<file path="src/rtl/core/gregorian_date_day_number_macros.svh">
// Assertion macros for the Gregorian date arithmetic block.
// Every macro samples on clk_i and is disabled while rst_ni is low.
`ifndef GREGORIAN_DATE_DAY_NUMBER_MACROS_SVH
`define GREGORIAN_DATE_DAY_NUMBER_MACROS_SVH

// Consequent must hold in the same cycle as the antecedent.
`define GDDN_ASSERT_IMPLY(label, ante, cons, msg) \
  label: assert property (@(posedge clk_i) disable iff (!rst_ni) (ante) |-> (cons)) \
    else $error(msg);

// Consequent must hold in the cycle after the antecedent.
`define GDDN_ASSERT_NEXT(label, ante, cons, msg) \
  label: assert property (@(posedge clk_i) disable iff (!rst_ni) (ante) |=> (cons)) \
    else $error(msg);

`endif

</file>
<file path="src/rtl/core/gddn_pkg.sv">
// Package for the Gregorian date arithmetic block: constants, stage types and
// calendar helper functions. No dependencies.
package gddn_pkg;

  typedef enum logic [1:0] {
    ActDateToDays = 2'd0,
    ActDaysToDate = 2'd1,
    ActDatePlus   = 2'd2,
    ActDateDiff   = 2'd3
  } action_e;

  localparam logic [11:0] MinYear    = 12'd1900;
  localparam logic [11:0] MaxYear    = 12'd2200;
  localparam logic [16:0] MaxDayNum  = 17'd109937;
  localparam logic [16:0] DaysInYear = 17'd365;
  // Offsets of the years 2100 and 2200, which are not leap years.
  localparam logic [8:0]  Off2100    = 9'd200;
  localparam logic [8:0]  Off2200    = 9'd300;
  // ceil(2^34 / 1461): n * YearRecip >> 32 is floor(4n / 1461) for n < 2^17.
  localparam int          RecipShift = 32;
  localparam int          ProdW      = 41;
  localparam logic [23:0] YearRecip  = 24'd11758980;

  localparam logic [4:0] MonthLen [12] = '{
    5'd31, 5'd28, 5'd31, 5'd30, 5'd31, 5'd30,
    5'd31, 5'd31, 5'd30, 5'd31, 5'd30, 5'd31
  };
  localparam logic [8:0] CumDays [12] = '{
    9'd0, 9'd31, 9'd59, 9'd90, 9'd120, 9'd151,
    9'd181, 9'd212, 9'd243, 9'd273, 9'd304, 9'd334
  };

  typedef struct packed {
    action_e     act;
    logic [4:0]  day_a;
    logic [3:0]  month_a;
    logic [11:0] year_a;
    logic [4:0]  day_b;
    logic [3:0]  month_b;
    logic [11:0] year_b;
    logic [17:0] day_count;
  } in_stage_t;

  typedef struct packed {
    action_e     act;
    logic        ok_a;
    logic        ok_b;
    logic [16:0] num_a;
    logic [16:0] num_b;
    logic [17:0] day_count;
  } num_stage_t;

  typedef struct packed {
    logic        has_date;
    logic        bad;
    logic [17:0] days;
    logic [16:0] nd;
  } sel_stage_t;

  typedef struct packed {
    logic        has_date;
    logic        bad;
    logic [17:0] days;
    logic [16:0] nd;
    logic [8:0]  k0;
  } est_stage_t;

  typedef struct packed {
    logic        has_date;
    logic        bad;
    logic [17:0] days;
    logic [16:0] nd;
    logic [8:0]  k0;
    logic [16:0] ys0;
    logic [16:0] ys1;
  } ys_stage_t;

  typedef struct packed {
    logic        has_date;
    logic        bad;
    logic [17:0] days;
    logic [8:0]  k;
    logic [8:0]  rem;
    logic        leap;
  } rem_stage_t;

  typedef struct packed {
    logic [4:0]  day;
    logic [3:0]  month;
    logic [11:0] year;
    logic [17:0] days;
    logic        bad;
    logic        has_date;
  } out_stage_t;

  typedef struct packed {
    logic        ok;
    logic [16:0] num;
  } date_num_t;

  // Leap test on a year given as offset from 1900, valid for offsets 0 to 300.
  function automatic logic is_leap(logic [8:0] k);
    return (k[1:0] == 2'b00) && (k != 9'd0) && (k != Off2100) && (k != Off2200);
  endfunction

  // Day number of January 1 of year 1900 + k.
  function automatic logic [16:0] year_start(logic [8:0] k);
    logic [9:0] kp3;
    logic [7:0] leaps;
    kp3   = {1'b0, k} + 10'd3;
    leaps = kp3[9:2] - 8'(k != 9'd0) - 8'(k > Off2100);
    return (17'(k) * DaysInYear) + 17'(leaps);
  endfunction

  // Days before the month with zero-based index idx.
  function automatic logic [8:0] cum_days(logic [3:0] idx, logic leap);
    return CumDays[idx] + 9'(leap && (idx >= 4'd2));
  endfunction

  // Range check of a date and its day number (meaningful only when ok).
  function automatic date_num_t date_eval(logic [4:0] d, logic [3:0] m, logic [11:0] y);
    date_num_t  res;
    logic       yr_ok;
    logic       mo_ok;
    logic [8:0] k;
    logic       leap;
    logic [3:0] idx;
    logic [4:0] mlen;
    yr_ok   = (y >= MinYear) && (y <= MaxYear);
    mo_ok   = (m >= 4'd1) && (m <= 4'd12);
    k       = 9'(y - MinYear);
    leap    = is_leap(k);
    idx     = mo_ok ? (m - 4'd1) : 4'd0;
    mlen    = MonthLen[idx] + 5'((idx == 4'd1) && leap);
    res.ok  = yr_ok && mo_ok && (d != 5'd0) && (d <= mlen);
    res.num = year_start(k) + 17'(cum_days(idx, leap)) + 17'(d) - 17'd1;
    return res;
  endfunction

endpackage

</file>
<file path="src/rtl/core/gregorian_date_day_number.sv">
// Gregorian date arithmetic over the years 1900 to 2200, as a seven-register pipeline.
// Depends on gddn_pkg and gregorian_date_day_number_macros.svh.
//
//   Channel  | Dir | Contents
//   s_axis   | in  | tuser: action; tdata: date A, date B, day count
//   m_axis   | out | tuser: invalid flag; tdata: day, month, year, day number
//
// One transaction per cycle sustained unless the output stalls; a result passes the
// in, s1-s5 and out registers in turn. The depth is set by the year estimate: a
// constant reciprocal multiply, then one correction compare, then the month search.
// Every stage holds its item while the next one is full and stalled, and takes a new
// item whenever it is empty or moving on. Reset clears all stage valid bits.
`include "gregorian_date_day_number_macros.svh"

module gregorian_date_day_number (
  input  logic        clk_i,
  input  logic        rst_ni,
  input  logic        s_axis_tvalid,
  output logic        s_axis_tready,
  // day_a[4:0], month_a[8:5], year_a[20:9], day_b[25:21], month_b[29:26],
  // year_b[41:30], day_count[59:42], zero fill[63:60]
  input  logic [63:0] s_axis_tdata,
  // action[1:0]
  input  logic [1:0]  s_axis_tuser,
  output logic        m_axis_tvalid,
  input  logic        m_axis_tready,
  // out_day[4:0], out_month[8:5], out_year[20:9], out_days[38:21], zero fill[39]
  output logic [39:0] m_axis_tdata,
  // invalid[0]
  output logic        m_axis_tuser
);

  gddn_pkg::in_stage_t  in_d, in_q;
  gddn_pkg::num_stage_t s1_d, s1_q;
  gddn_pkg::sel_stage_t s2_d, s2_q;
  gddn_pkg::est_stage_t s3_d, s3_q;
  gddn_pkg::ys_stage_t  s4_d, s4_q;
  gddn_pkg::rem_stage_t s5_d, s5_q;
  gddn_pkg::out_stage_t out_d, out_q;

  logic in_v_d, in_v_q, s1_v_d, s1_v_q, s2_v_d, s2_v_q, s3_v_d, s3_v_q;
  logic s4_v_d, s4_v_q, s5_v_d, s5_v_q, out_v_d, out_v_q;
  logic in_rdy, s1_rdy, s2_rdy, s3_rdy, s4_rdy, s5_rdy, out_rdy;

  // A stage may load when it is empty or its content moves on this cycle.
  assign out_rdy = !out_v_q || m_axis_tready;
  assign s5_rdy  = !s5_v_q || out_rdy;
  assign s4_rdy  = !s4_v_q || s5_rdy;
  assign s3_rdy  = !s3_v_q || s4_rdy;
  assign s2_rdy  = !s2_v_q || s3_rdy;
  assign s1_rdy  = !s1_v_q || s2_rdy;
  assign in_rdy  = !in_v_q || s1_rdy;

  assign s_axis_tready = in_rdy;

  assign in_v_d  = in_rdy  ? s_axis_tvalid : in_v_q;
  assign s1_v_d  = s1_rdy  ? in_v_q        : s1_v_q;
  assign s2_v_d  = s2_rdy  ? s1_v_q        : s2_v_q;
  assign s3_v_d  = s3_rdy  ? s2_v_q        : s3_v_q;
  assign s4_v_d  = s4_rdy  ? s3_v_q        : s4_v_q;
  assign s5_v_d  = s5_rdy  ? s4_v_q        : s5_v_q;
  assign out_v_d = out_rdy ? s5_v_q        : out_v_q;

  // Input unpacking.
  always_comb begin
    in_d.act       = gddn_pkg::action_e'(s_axis_tuser);
    in_d.day_a     = s_axis_tdata[4:0];
    in_d.month_a   = s_axis_tdata[8:5];
    in_d.year_a    = s_axis_tdata[20:9];
    in_d.day_b     = s_axis_tdata[25:21];
    in_d.month_b   = s_axis_tdata[29:26];
    in_d.year_b    = s_axis_tdata[41:30];
    in_d.day_count = s_axis_tdata[59:42];
  end

  // Date checks and day numbers of both dates.
  gddn_pkg::date_num_t eval_a, eval_b;
  always_comb begin
    eval_a          = gddn_pkg::date_eval(in_q.day_a, in_q.month_a, in_q.year_a);
    eval_b          = gddn_pkg::date_eval(in_q.day_b, in_q.month_b, in_q.year_b);
    s1_d.act        = in_q.act;
    s1_d.ok_a       = eval_a.ok;
    s1_d.ok_b       = eval_b.ok;
    s1_d.num_a      = eval_a.num;
    s1_d.num_b      = eval_b.num;
    s1_d.day_count  = in_q.day_count;
  end

  // Select the day number or difference and check its range.
  logic signed [18:0] num_a_s, num_b_s, cnt_s, n_sel;
  logic               range_bad, bad_sel, has_date_sel;
  always_comb begin
    num_a_s      = signed'({2'b00, s1_q.num_a});
    num_b_s      = signed'({2'b00, s1_q.num_b});
    cnt_s        = signed'({s1_q.day_count[17], s1_q.day_count});
    n_sel        = num_a_s;
    bad_sel      = 1'b0;
    has_date_sel = 1'b0;
    range_bad    = 1'b0;
    unique case (s1_q.act)
      gddn_pkg::ActDateToDays: begin
        n_sel   = num_a_s;
        bad_sel = !s1_q.ok_a;
      end
      gddn_pkg::ActDateDiff: begin
        n_sel   = num_a_s - num_b_s;
        bad_sel = !(s1_q.ok_a && s1_q.ok_b);
      end
      gddn_pkg::ActDaysToDate: begin
        n_sel        = cnt_s;
        has_date_sel = 1'b1;
      end
      gddn_pkg::ActDatePlus: begin
        n_sel        = num_a_s + cnt_s;
        bad_sel      = !s1_q.ok_a;
        has_date_sel = 1'b1;
      end
      default: begin
        n_sel = num_a_s;
      end
    endcase
    if (has_date_sel) begin
      range_bad = (n_sel < 19'sd0) || (n_sel > signed'({2'b00, gddn_pkg::MaxDayNum}));
    end
    s2_d.has_date = has_date_sel;
    s2_d.bad      = bad_sel || range_bad;
    s2_d.days     = s2_d.bad ? 18'd0 : n_sel[17:0];
    s2_d.nd       = (s2_d.bad || !has_date_sel) ? 17'd0 : n_sel[16:0];
  end

  // Year estimate floor(4n / 1461): exact or one year low.
  logic [gddn_pkg::ProdW-1:0] est_prod;
  always_comb begin
    est_prod      = gddn_pkg::ProdW'(s2_q.nd) * gddn_pkg::ProdW'(gddn_pkg::YearRecip);
    s3_d.has_date = s2_q.has_date;
    s3_d.bad      = s2_q.bad;
    s3_d.days     = s2_q.days;
    s3_d.nd       = s2_q.nd;
    s3_d.k0       = est_prod[gddn_pkg::RecipShift +: 9];
  end

  // Year starts of the estimate and the year after it.
  always_comb begin
    s4_d.has_date = s3_q.has_date;
    s4_d.bad      = s3_q.bad;
    s4_d.days     = s3_q.days;
    s4_d.nd       = s3_q.nd;
    s4_d.k0       = s3_q.k0;
    s4_d.ys0      = gddn_pkg::year_start(s3_q.k0);
    s4_d.ys1      = gddn_pkg::year_start(s3_q.k0 + 9'd1);
  end

  // Correct the year and form the day within the year.
  logic        step_up;
  logic [16:0] rem_full;
  always_comb begin
    step_up       = s4_q.nd >= s4_q.ys1;
    rem_full      = s4_q.nd - (step_up ? s4_q.ys1 : s4_q.ys0);
    s5_d.has_date = s4_q.has_date;
    s5_d.bad      = s4_q.bad;
    s5_d.days     = s4_q.days;
    s5_d.k        = step_up ? (s4_q.k0 + 9'd1) : s4_q.k0;
    s5_d.rem      = rem_full[8:0];
    s5_d.leap     = gddn_pkg::is_leap(s5_d.k);
  end

  // Month search: the last month whose start is not past the day of year.
  logic [3:0] mon_idx;
  logic [8:0] day_of_mon;
  logic       show_date;
  always_comb begin
    mon_idx = 4'd0;
    for (int i = 1; i < 12; i++) begin
      if (s5_q.rem >= gddn_pkg::cum_days(4'(i), s5_q.leap)) begin
        mon_idx = 4'(i);
      end
    end
    day_of_mon     = s5_q.rem - gddn_pkg::cum_days(mon_idx, s5_q.leap) + 9'd1;
    show_date      = s5_q.has_date && !s5_q.bad;
    out_d.day      = show_date ? day_of_mon[4:0] : 5'd0;
    out_d.month    = show_date ? (mon_idx + 4'd1) : 4'd0;
    out_d.year     = show_date ? (gddn_pkg::MinYear + 12'(s5_q.k)) : 12'd0;
    out_d.days     = s5_q.days;
    out_d.bad      = s5_q.bad;
    out_d.has_date = s5_q.has_date;
  end

  always_ff @(posedge clk_i or negedge rst_ni) begin
    if (!rst_ni) begin
      in_v_q  <= 1'b0;
      s1_v_q  <= 1'b0;
      s2_v_q  <= 1'b0;
      s3_v_q  <= 1'b0;
      s4_v_q  <= 1'b0;
      s5_v_q  <= 1'b0;
      out_v_q <= 1'b0;
    end else begin
      in_v_q  <= in_v_d;
      s1_v_q  <= s1_v_d;
      s2_v_q  <= s2_v_d;
      s3_v_q  <= s3_v_d;
      s4_v_q  <= s4_v_d;
      s5_v_q  <= s5_v_d;
      out_v_q <= out_v_d;
    end
  end

  always_ff @(posedge clk_i) begin
    if (in_rdy) begin
      in_q <= in_d;
    end
    if (s1_rdy) begin
      s1_q <= s1_d;
    end
    if (s2_rdy) begin
      s2_q <= s2_d;
    end
    if (s3_rdy) begin
      s3_q <= s3_d;
    end
    if (s4_rdy) begin
      s4_q <= s4_d;
    end
    if (s5_rdy) begin
      s5_q <= s5_d;
    end
    if (out_rdy) begin
      out_q <= out_d;
    end
  end

  assign m_axis_tvalid = out_v_q;
  assign m_axis_tdata  = {1'b0, out_q.days, out_q.year, out_q.month, out_q.day};
  assign m_axis_tuser  = out_q.bad;

  `GDDN_ASSERT_IMPLY(a_bad_result_zero, out_v_q && out_q.bad,
    (out_q.day == 5'd0) && (out_q.month == 4'd0) && (out_q.year == 12'd0) &&
    (out_q.days == 18'd0), "invalid result carries nonzero fields")
  `GDDN_ASSERT_IMPLY(a_date_in_range, out_v_q && !out_q.bad && out_q.has_date,
    (out_q.month >= 4'd1) && (out_q.month <= 4'd12) && (out_q.day != 5'd0) &&
    (out_q.year >= gddn_pkg::MinYear) && (out_q.year <= gddn_pkg::MaxYear),
    "converted date out of range")
  `GDDN_ASSERT_IMPLY(a_estimate_not_high, s4_v_q && s4_q.has_date && !s4_q.bad,
    s4_q.ys0 <= s4_q.nd, "year estimate past the day number")
  `GDDN_ASSERT_IMPLY(a_day_of_year, s5_v_q && s5_q.has_date && !s5_q.bad,
    s5_q.rem <= (s5_q.leap ? 9'd365 : 9'd364), "day of year past year end")
  `GDDN_ASSERT_NEXT(a_stall_keeps_item, in_v_q && !s1_rdy, in_v_q,
    "input stage dropped a stalled item")

endmodule

</file>
<file path="config.mk">
export PLATFORM = sky130hd
export DESIGN_NAME = gregorian_date_day_number
export DESIGN_NICKNAME = d
export VERILOG_FILES = /design/src/rtl/core/gddn_pkg.sv /design/src/rtl/core/gregorian_date_day_number.sv
export VERILOG_INCLUDE_DIRS = /design/src /design/src/rtl/core
export SDC_FILE = /design/constraint.sdc
export NUM_CORES = 1
export LEC_CHECK = 0
export ABC_AREA = 0
export BUFFER_PORTS_ARGS = -buffer_cell sky130_fd_sc_hd__buf_2
export CORE_ASPECT_RATIO = 0.6
export CORE_UTILIZATION = 60
export CTS_BUF_LIST = sky130_fd_sc_hd__clkbuf_8
export CTS_CLUSTER_DIAMETER = 100
export CTS_CLUSTER_SIZE = 28
export DETAILED_ROUTE_END_ITERATION = 10
export HOLD_SLACK_MARGIN = 0.02
export PLACE_DENSITY = 0.89
export SLEW_MARGIN = 20
export SYNTH_ARGS = -nofsm -noshare
export SYNTH_HDL_FRONTEND = slang
export SYNTH_SLANG_ARGS = --single-unit
</file>
<file path="constraint.sdc">
create_clock -name clk_i -period 11.99 [get_ports clk_i]
set_clock_uncertainty 0.1 [all_clocks]
set_input_delay 0.5995 -clock clk_i [delete_from_list [all_inputs] [get_ports clk_i]]
set_output_delay 0.5995 -clock clk_i [all_outputs]
set_load 0.1 [all_outputs]
</file>
==> flow_summary.json, run 1 <==
{
  "outcome": "finished, final reports clean",
  "first_pass_iters": 6,
  "synth-edff-count": 352,
  "synth_nets": 3700,
  "worstHoldStart": "s_axis_tdata[9]",
  "slew_viol_final": 0,
  "synth_cell_type_count": 87,
  "area_delta_synth_final_pct": 6.91,
  "hold_ws_ps": 51.5,
  "mostFrequentLayoutCells": "inv_1 (544), ha_1 (473), edfxtp_1 (352)",
  "rr_startpoint": "in_q[41]",
  "ys_ff_latch": 359,
  "drive_gt1_frac": 0.0626,
  "grt_max_degree": 75,
  "critical_path.max_fanout": 10,
  "criticalPathCategory": "reg2reg",
  "worst_pin_slew_ps": 1060,
  "setup_violations": 0,
  "cp_slowest_cell": "edfxtp_1",
  "hpwlAfterDp_mm": 55.4,
  "grt_antenna_before_repair": 0,
  "hold_viol": 0,
  "synth_top_cell_area_share": 0.331,
  "grt_pass1_vias": 21792,
  "async_flop_share": 0.0195,
  "clkLatencyLatePin_ps": 650,
  "synth_compound_area_frac": 0.0888,
  "grt_pass1_wl_mm": 112,
  "drt_first_iter_violations": 2189,
  "postCtsSetupBuffers": 0,
  "cts_buffers": 17,
  "clock_path_buffers": 3,
  "ys.flop_type": "edfxtp_1",
  "syn_area_um2": 31900,
  "fin_crit_sh": 0.778,
  "rows": 65,
  "muxShareOfSynthArea": 0.00930,
  "root_buffer": "clkbuf_8",
  "timing.fmax_mhz": 107,
  "critical-path-max-stage-delay_ps": 650,
  "hp-class": "in2reg",
  "avgSynthCellArea_um2": 11.0,
  "seq_area_frac_synth": 0.337,
  "reg2reg_depth": 34,
  "start_util": 0.607,
  "synth_warnings": 0,
  "fin_util": 0.649,
  "core_um2": 52500,
  "synth_fa_ha_area_frac": 0.352,
  "relSlewSlack": 0.292,
  "cts_tree": "done",
  "ios": 113,
  "wl_mm": 68.6,
  "grt-ovfl-total": 0,
  "h-tree-depth": 1,
  "setup_tns_ps": 0,
  "period_minus_slack_ps": 9320,
  "cp_data_arrival_time_ps": 9630,
  "ant_nets": 0,
  "synth.area.top_cells": "edfxtp_1 (33%), ha_1 (19%), fa_1 (17%)",
  "rsz0062_at_grt": "no",
  "cp-end-kind": "flip-flop",
  "cts.sinks": 359,
  "antenna_cells": 0,
  "cts.clk_slew.worst_paths_ps": 170,
  "maxCapViolCount": 0,
  "vias": 21729,
  "place_congestion": 0.975,
  "wl_per_cell_um": 18.3,
  "die_y_um": 181,
  "final_common_cell": "inv_1",
  "dieArea_um2": 54100,
  "min_to": "in_q[39]",
  "drc_errors": 0,
  "portBuffers": 107,
  "synth_top_family_by_area": "adder cells",
  "synthXorXnorAreaFrac": 0.0529,
  "grt_usage": 0.259,
  "vias_per_cell": 5.79,
  "fin_nets": 3850,
  "hold_path_depth": 1,
  "synth-simple-area-share": 0.0911,
  "rr_endpoint": "num_a_s[16]",
  "die_x_um": 300,
  "crit_path_start_kind": "flip-flop",
  "r2r_slack_ps": 2670,
  "required_ps": 12300,
  "synth_top_cell_by_area": "edfxtp_1",
  "syn_inst": 2892
}
## logic make-up after synthesis
| kind of cell | count (synthesis) |
|---|---|
| XOR/XNOR | 191 |
| flip-flops | 359 |
| AND/OR/NAND/NOR | 569 |
| buffers and inverters | 577 |
| multiplexers | 29 |
| adder cells (fa/ha/maj) | 738 |
| AO/OA/AOI/OAI | 428 |
| other | 1 |
## repair_timing
action	in CTS	in global routing
endpoints found under the hold margin	59	0
resized for setup	0	0
hold buffers	53	0
## cells in the mapped netlist, drive strengths merged (10+ instances only)
master and n:
o211ai 18, nand2b 29, nor2 149, nand3 60, xnor2 126, nor3b 23, or2 18, and2 19
a31oi 20, and3 19, o21a 13, mux2i 24, edfxtp 352, inv 537, nand4 11, ha 473
a21o 37, clkbuf 28, nand2 124, nor3 47, or3 10, nor2b 20, nor4 12, a21oi 120
xor2 64, fa 265, o21ai 86, buf 12, a211oi 24
## worst max-delay path, delay by kind of cell, from the launching register on
kind,cells,cell delay (ps)
compound gates,10,2380
xor+xnor,1,610
fa+ha+maj,10,3440
buf+inv,6,470
flops,1,650
mux,1,220
simple gates,6,1220
## worst max-delay path by stage
stage                              from     endpoint  slack, ps
after global routing           in_q[41]  num_a_s[16]       2210
after CTS                      in_q[41]  num_a_s[16]       2850
after detailed placement       in_q[41]  num_a_s[16]       2890
final                          in_q[41]  num_a_s[16]       2670
after global placement         in_q[41]  num_a_s[16]       3150
after floorplan           m_axis_tvalid      in_q[0]       4180
## per-layer routing
metal / GRT usage / vias up / wire, um
li1: - / 10183 / -
met1: 0.381 / 10629 / 30600
met2: 0.399 / 832 / 30700
met3: 0.0585 / 85 / 6160
met4: 0.0400 / 0 / 1130
met5: 0 / - / 0
## sequential cells by signal, indices dropped and copies added (netlist names), 4 cells and up
| name | flops |
|---|---|
| s4_q | 72 |
| s3_q | 46 |
| num_a_s | 17 |
| s5_q | 19 |
| out_d | 20 |
| s1_q | 4 |
| cnt_s | 18 |
| m_axis_tdata | 39 |
| num_b_s | 17 |
| s2_q | 37 |
| in_q | 62 |
## metrics by stage
stage,setup slack (ps),cells,instance area [um2]
after global routing,2210,3756,34100
final,2670,3756,34100
after floorplan,4180,2892,31900
after detailed placement,2890,3673,33200
after global placement,3150,3673,33200
after CTS,2850,3756,34100
## layout make-up
class	instances	area, um2
well taps	703	880
inverters	537	2020
repair buffers	171	1150
clock buffers	17	234
flip-flops and latches	359	10700
fillers	3963	18400
clock inverters	13	104
multi-input cells	1956	19000
Power of run 1 is left out: the tool's default activity adds up to more than one toggle a clock period on the data nets, which glitch-free logic cannot reach.
==> inputs of run 2 (changes only) <==
- CORE_UTILIZATION: 60 -> 59
- PLACE_DENSITY: 0.89 -> 0.9
- clock period: 11.99 -> 8.3 ns (I/O delays scaled with it)
==> run 2 against run 1 <==
  * Count of clock-buffer cells in the layout up 2
  * Die area increased by 1.7%
  * Hold slack better by 64 ps
  * Via count is 1.2% higher
  * Critical endpoint is now num_a_s[14]
==> flow_summary.json, run 2 (synthesized netlist as in run 1, its figures left out) <==
{
  "outcome": "finished, final reports clean",
  "required_ps": 8600,
  "drc_errors": 0,
  "dieArea_um2": 55000,
  "clkLatencyLatePin_ps": 640,
  "grt_usage": 0.260,
  "slew_viol_final": 0,
  "hold_viol": 0,
  "clock_path_buffers": 3,
  "cp_slowest_cell": "fa_1",
  "place_congestion": 1.02,
  "portBuffers": 107,
  "grt_pass1_vias": 22443,
  "rsz0062_at_grt": "no",
  "final_cell_area_um2": 34500,
  "rr_endpoint": "num_a_s[14]",
  "final_common_cell": "inv_1",
  "hold_ws_ps": 116,
  "cp-end-kind": "flip-flop",
  "fin_util": 0.652,
  "vias": 21992,
  "drt_first_iter_violations": 1980,
  "worstHoldStart": "m_axis_tready",
  "fin_nets": 3893,
  "grt_antenna_before_repair": 0,
  "maxCapViolCount": 0,
  "cts.clk_slew.worst_paths_ps": 160,
  "r2r_slack_ps": 430,
  "wl_mm": 70.1,
  "grt_pass1_wl_mm": 114,
  "reg.largest.list": "s4_q (72), in_q (62), s3_q (46)",
  "wl_per_cell_um": 18.4,
  "vias_per_cell": 5.79,
  "drive_gt1_frac": 0.0749,
  "timing.fmax_mhz": 127,
  "cts_tree": "done",
  "rows": 65,
  "rr_startpoint": "in_q[41]",
  "ios": 113,
  "hold_path_depth": 3,
  "h-tree-depth": 1,
  "relSlewSlack": 0.292,
  "die_y_um": 182,
  "critical-path-max-stage-delay_ps": 550,
  "period_minus_slack_ps": 7870,
  "regMostFlops": "s4_q",
  "cts_buffers": 18,
  "min_to": "m_axis_tdata[35]",
  "critical_path.max_fanout": 5,
  "area_delta_synth_final_pct": 8.26,
  "worst_pin_slew_ps": 1060,
  "largest_reg_flops": 72,
  "fillCellCount": 3861,
  "core_um2": 52900,
  "setup_violations": 0,
  "first_pass_iters": 8,
  "grt_max_degree": 75,
  "criticalPathCategory": "reg2reg",
  "reg2reg_depth": 32,
  "cts.sinks": 359,
  "cp_data_arrival_time_ps": 8160,
  "mostFrequentLayoutCells": "inv_1 (544), ha_1 (472), edfxtp_1 (352)",
  "hpwlAfterDp_mm": 55.7,
  "start_util": 0.602,
  "ant_nets": 0,
  "crit_path_start_kind": "flip-flop",
  "root_buffer": "clkbuf_8",
  "placed_area_um2": 33400,
  "grt-ovfl-total": 0,
  "fin_crit_sh": 0.948,
  "antenna_cells": 0,
  "hp-class": "in2reg",
  "die_x_um": 302,
  "setup_tns_ps": 0
}
==> run 2: through the flow <==
| stage | worst slack [ps] | cells |
|---|---|---|
| floorplan | 486 | 2892 |
| global placement | 418 | 3701 |
| detailed placement | 173 | 3701 |
| CTS | 123 | 3798 |
| global route | 9.63 | 3800 |
| finish | 435 | 3800 |
==> run 2: worst max-delay path, delay by kind of cell, from the launching register on <==
family,cells,cell delay [ps]
AO/OA/AOI/OAI,9,1770
adder cells (fa/ha/maj),10,3650
XOR/XNOR,2,350
AND/OR/NAND/NOR,4,640
flip-flops,1,430
buffers and inverters,7,690
==> run 2: final cells by class <==
type,instances,area (um2),area share
well taps,703,880,0.0255
inverters,537,2020,0.0584
repair buffers,213,1490,0.0433
multi-input cells,1956,19000,0.551
clock buffers,19,262,0.00757
clock inverters,13,113,0.00326
flip-flops and latches,359,10700,0.311
==> run 2: how the worst max path moves through the flow <==
stage             startpoint           to  slack (ps)
2_1_floorplan  m_axis_tvalid      in_q[0]         490
3_3_place_gp        in_q[41]  num_a_s[16]         420
3_5_place_dp        in_q[41]  num_a_s[16]         170
4_1_cts             in_q[41]  num_a_s[16]         120
5_1_grt             in_q[41]  num_a_s[16]          10
6_report            in_q[41]  num_a_s[14]         430
==> run 2: timing repair <==
action / 4_1_cts / 5_1_grt
gates resized for setup: 0 / 15
endpoints found under the hold margin: 70 / 0
hold buffers: 65 / 0
buffers inserted: 0 / 2
setup endpoints to repair: 0 / 10
==> run 2: per-layer routing <==
metal / vias to the layer above / share of wire / global-route usage
li1: 10278 / - / -
met1: 10694 / 0.43 / 0.366
met2: 883 / 0.45 / 0.414
met3: 137 / 0.091 / 0.0587
met4: 0 / 0.022 / 0.0554
met5: - / 0 / 0
Power of run 2 is left out for the same reason.
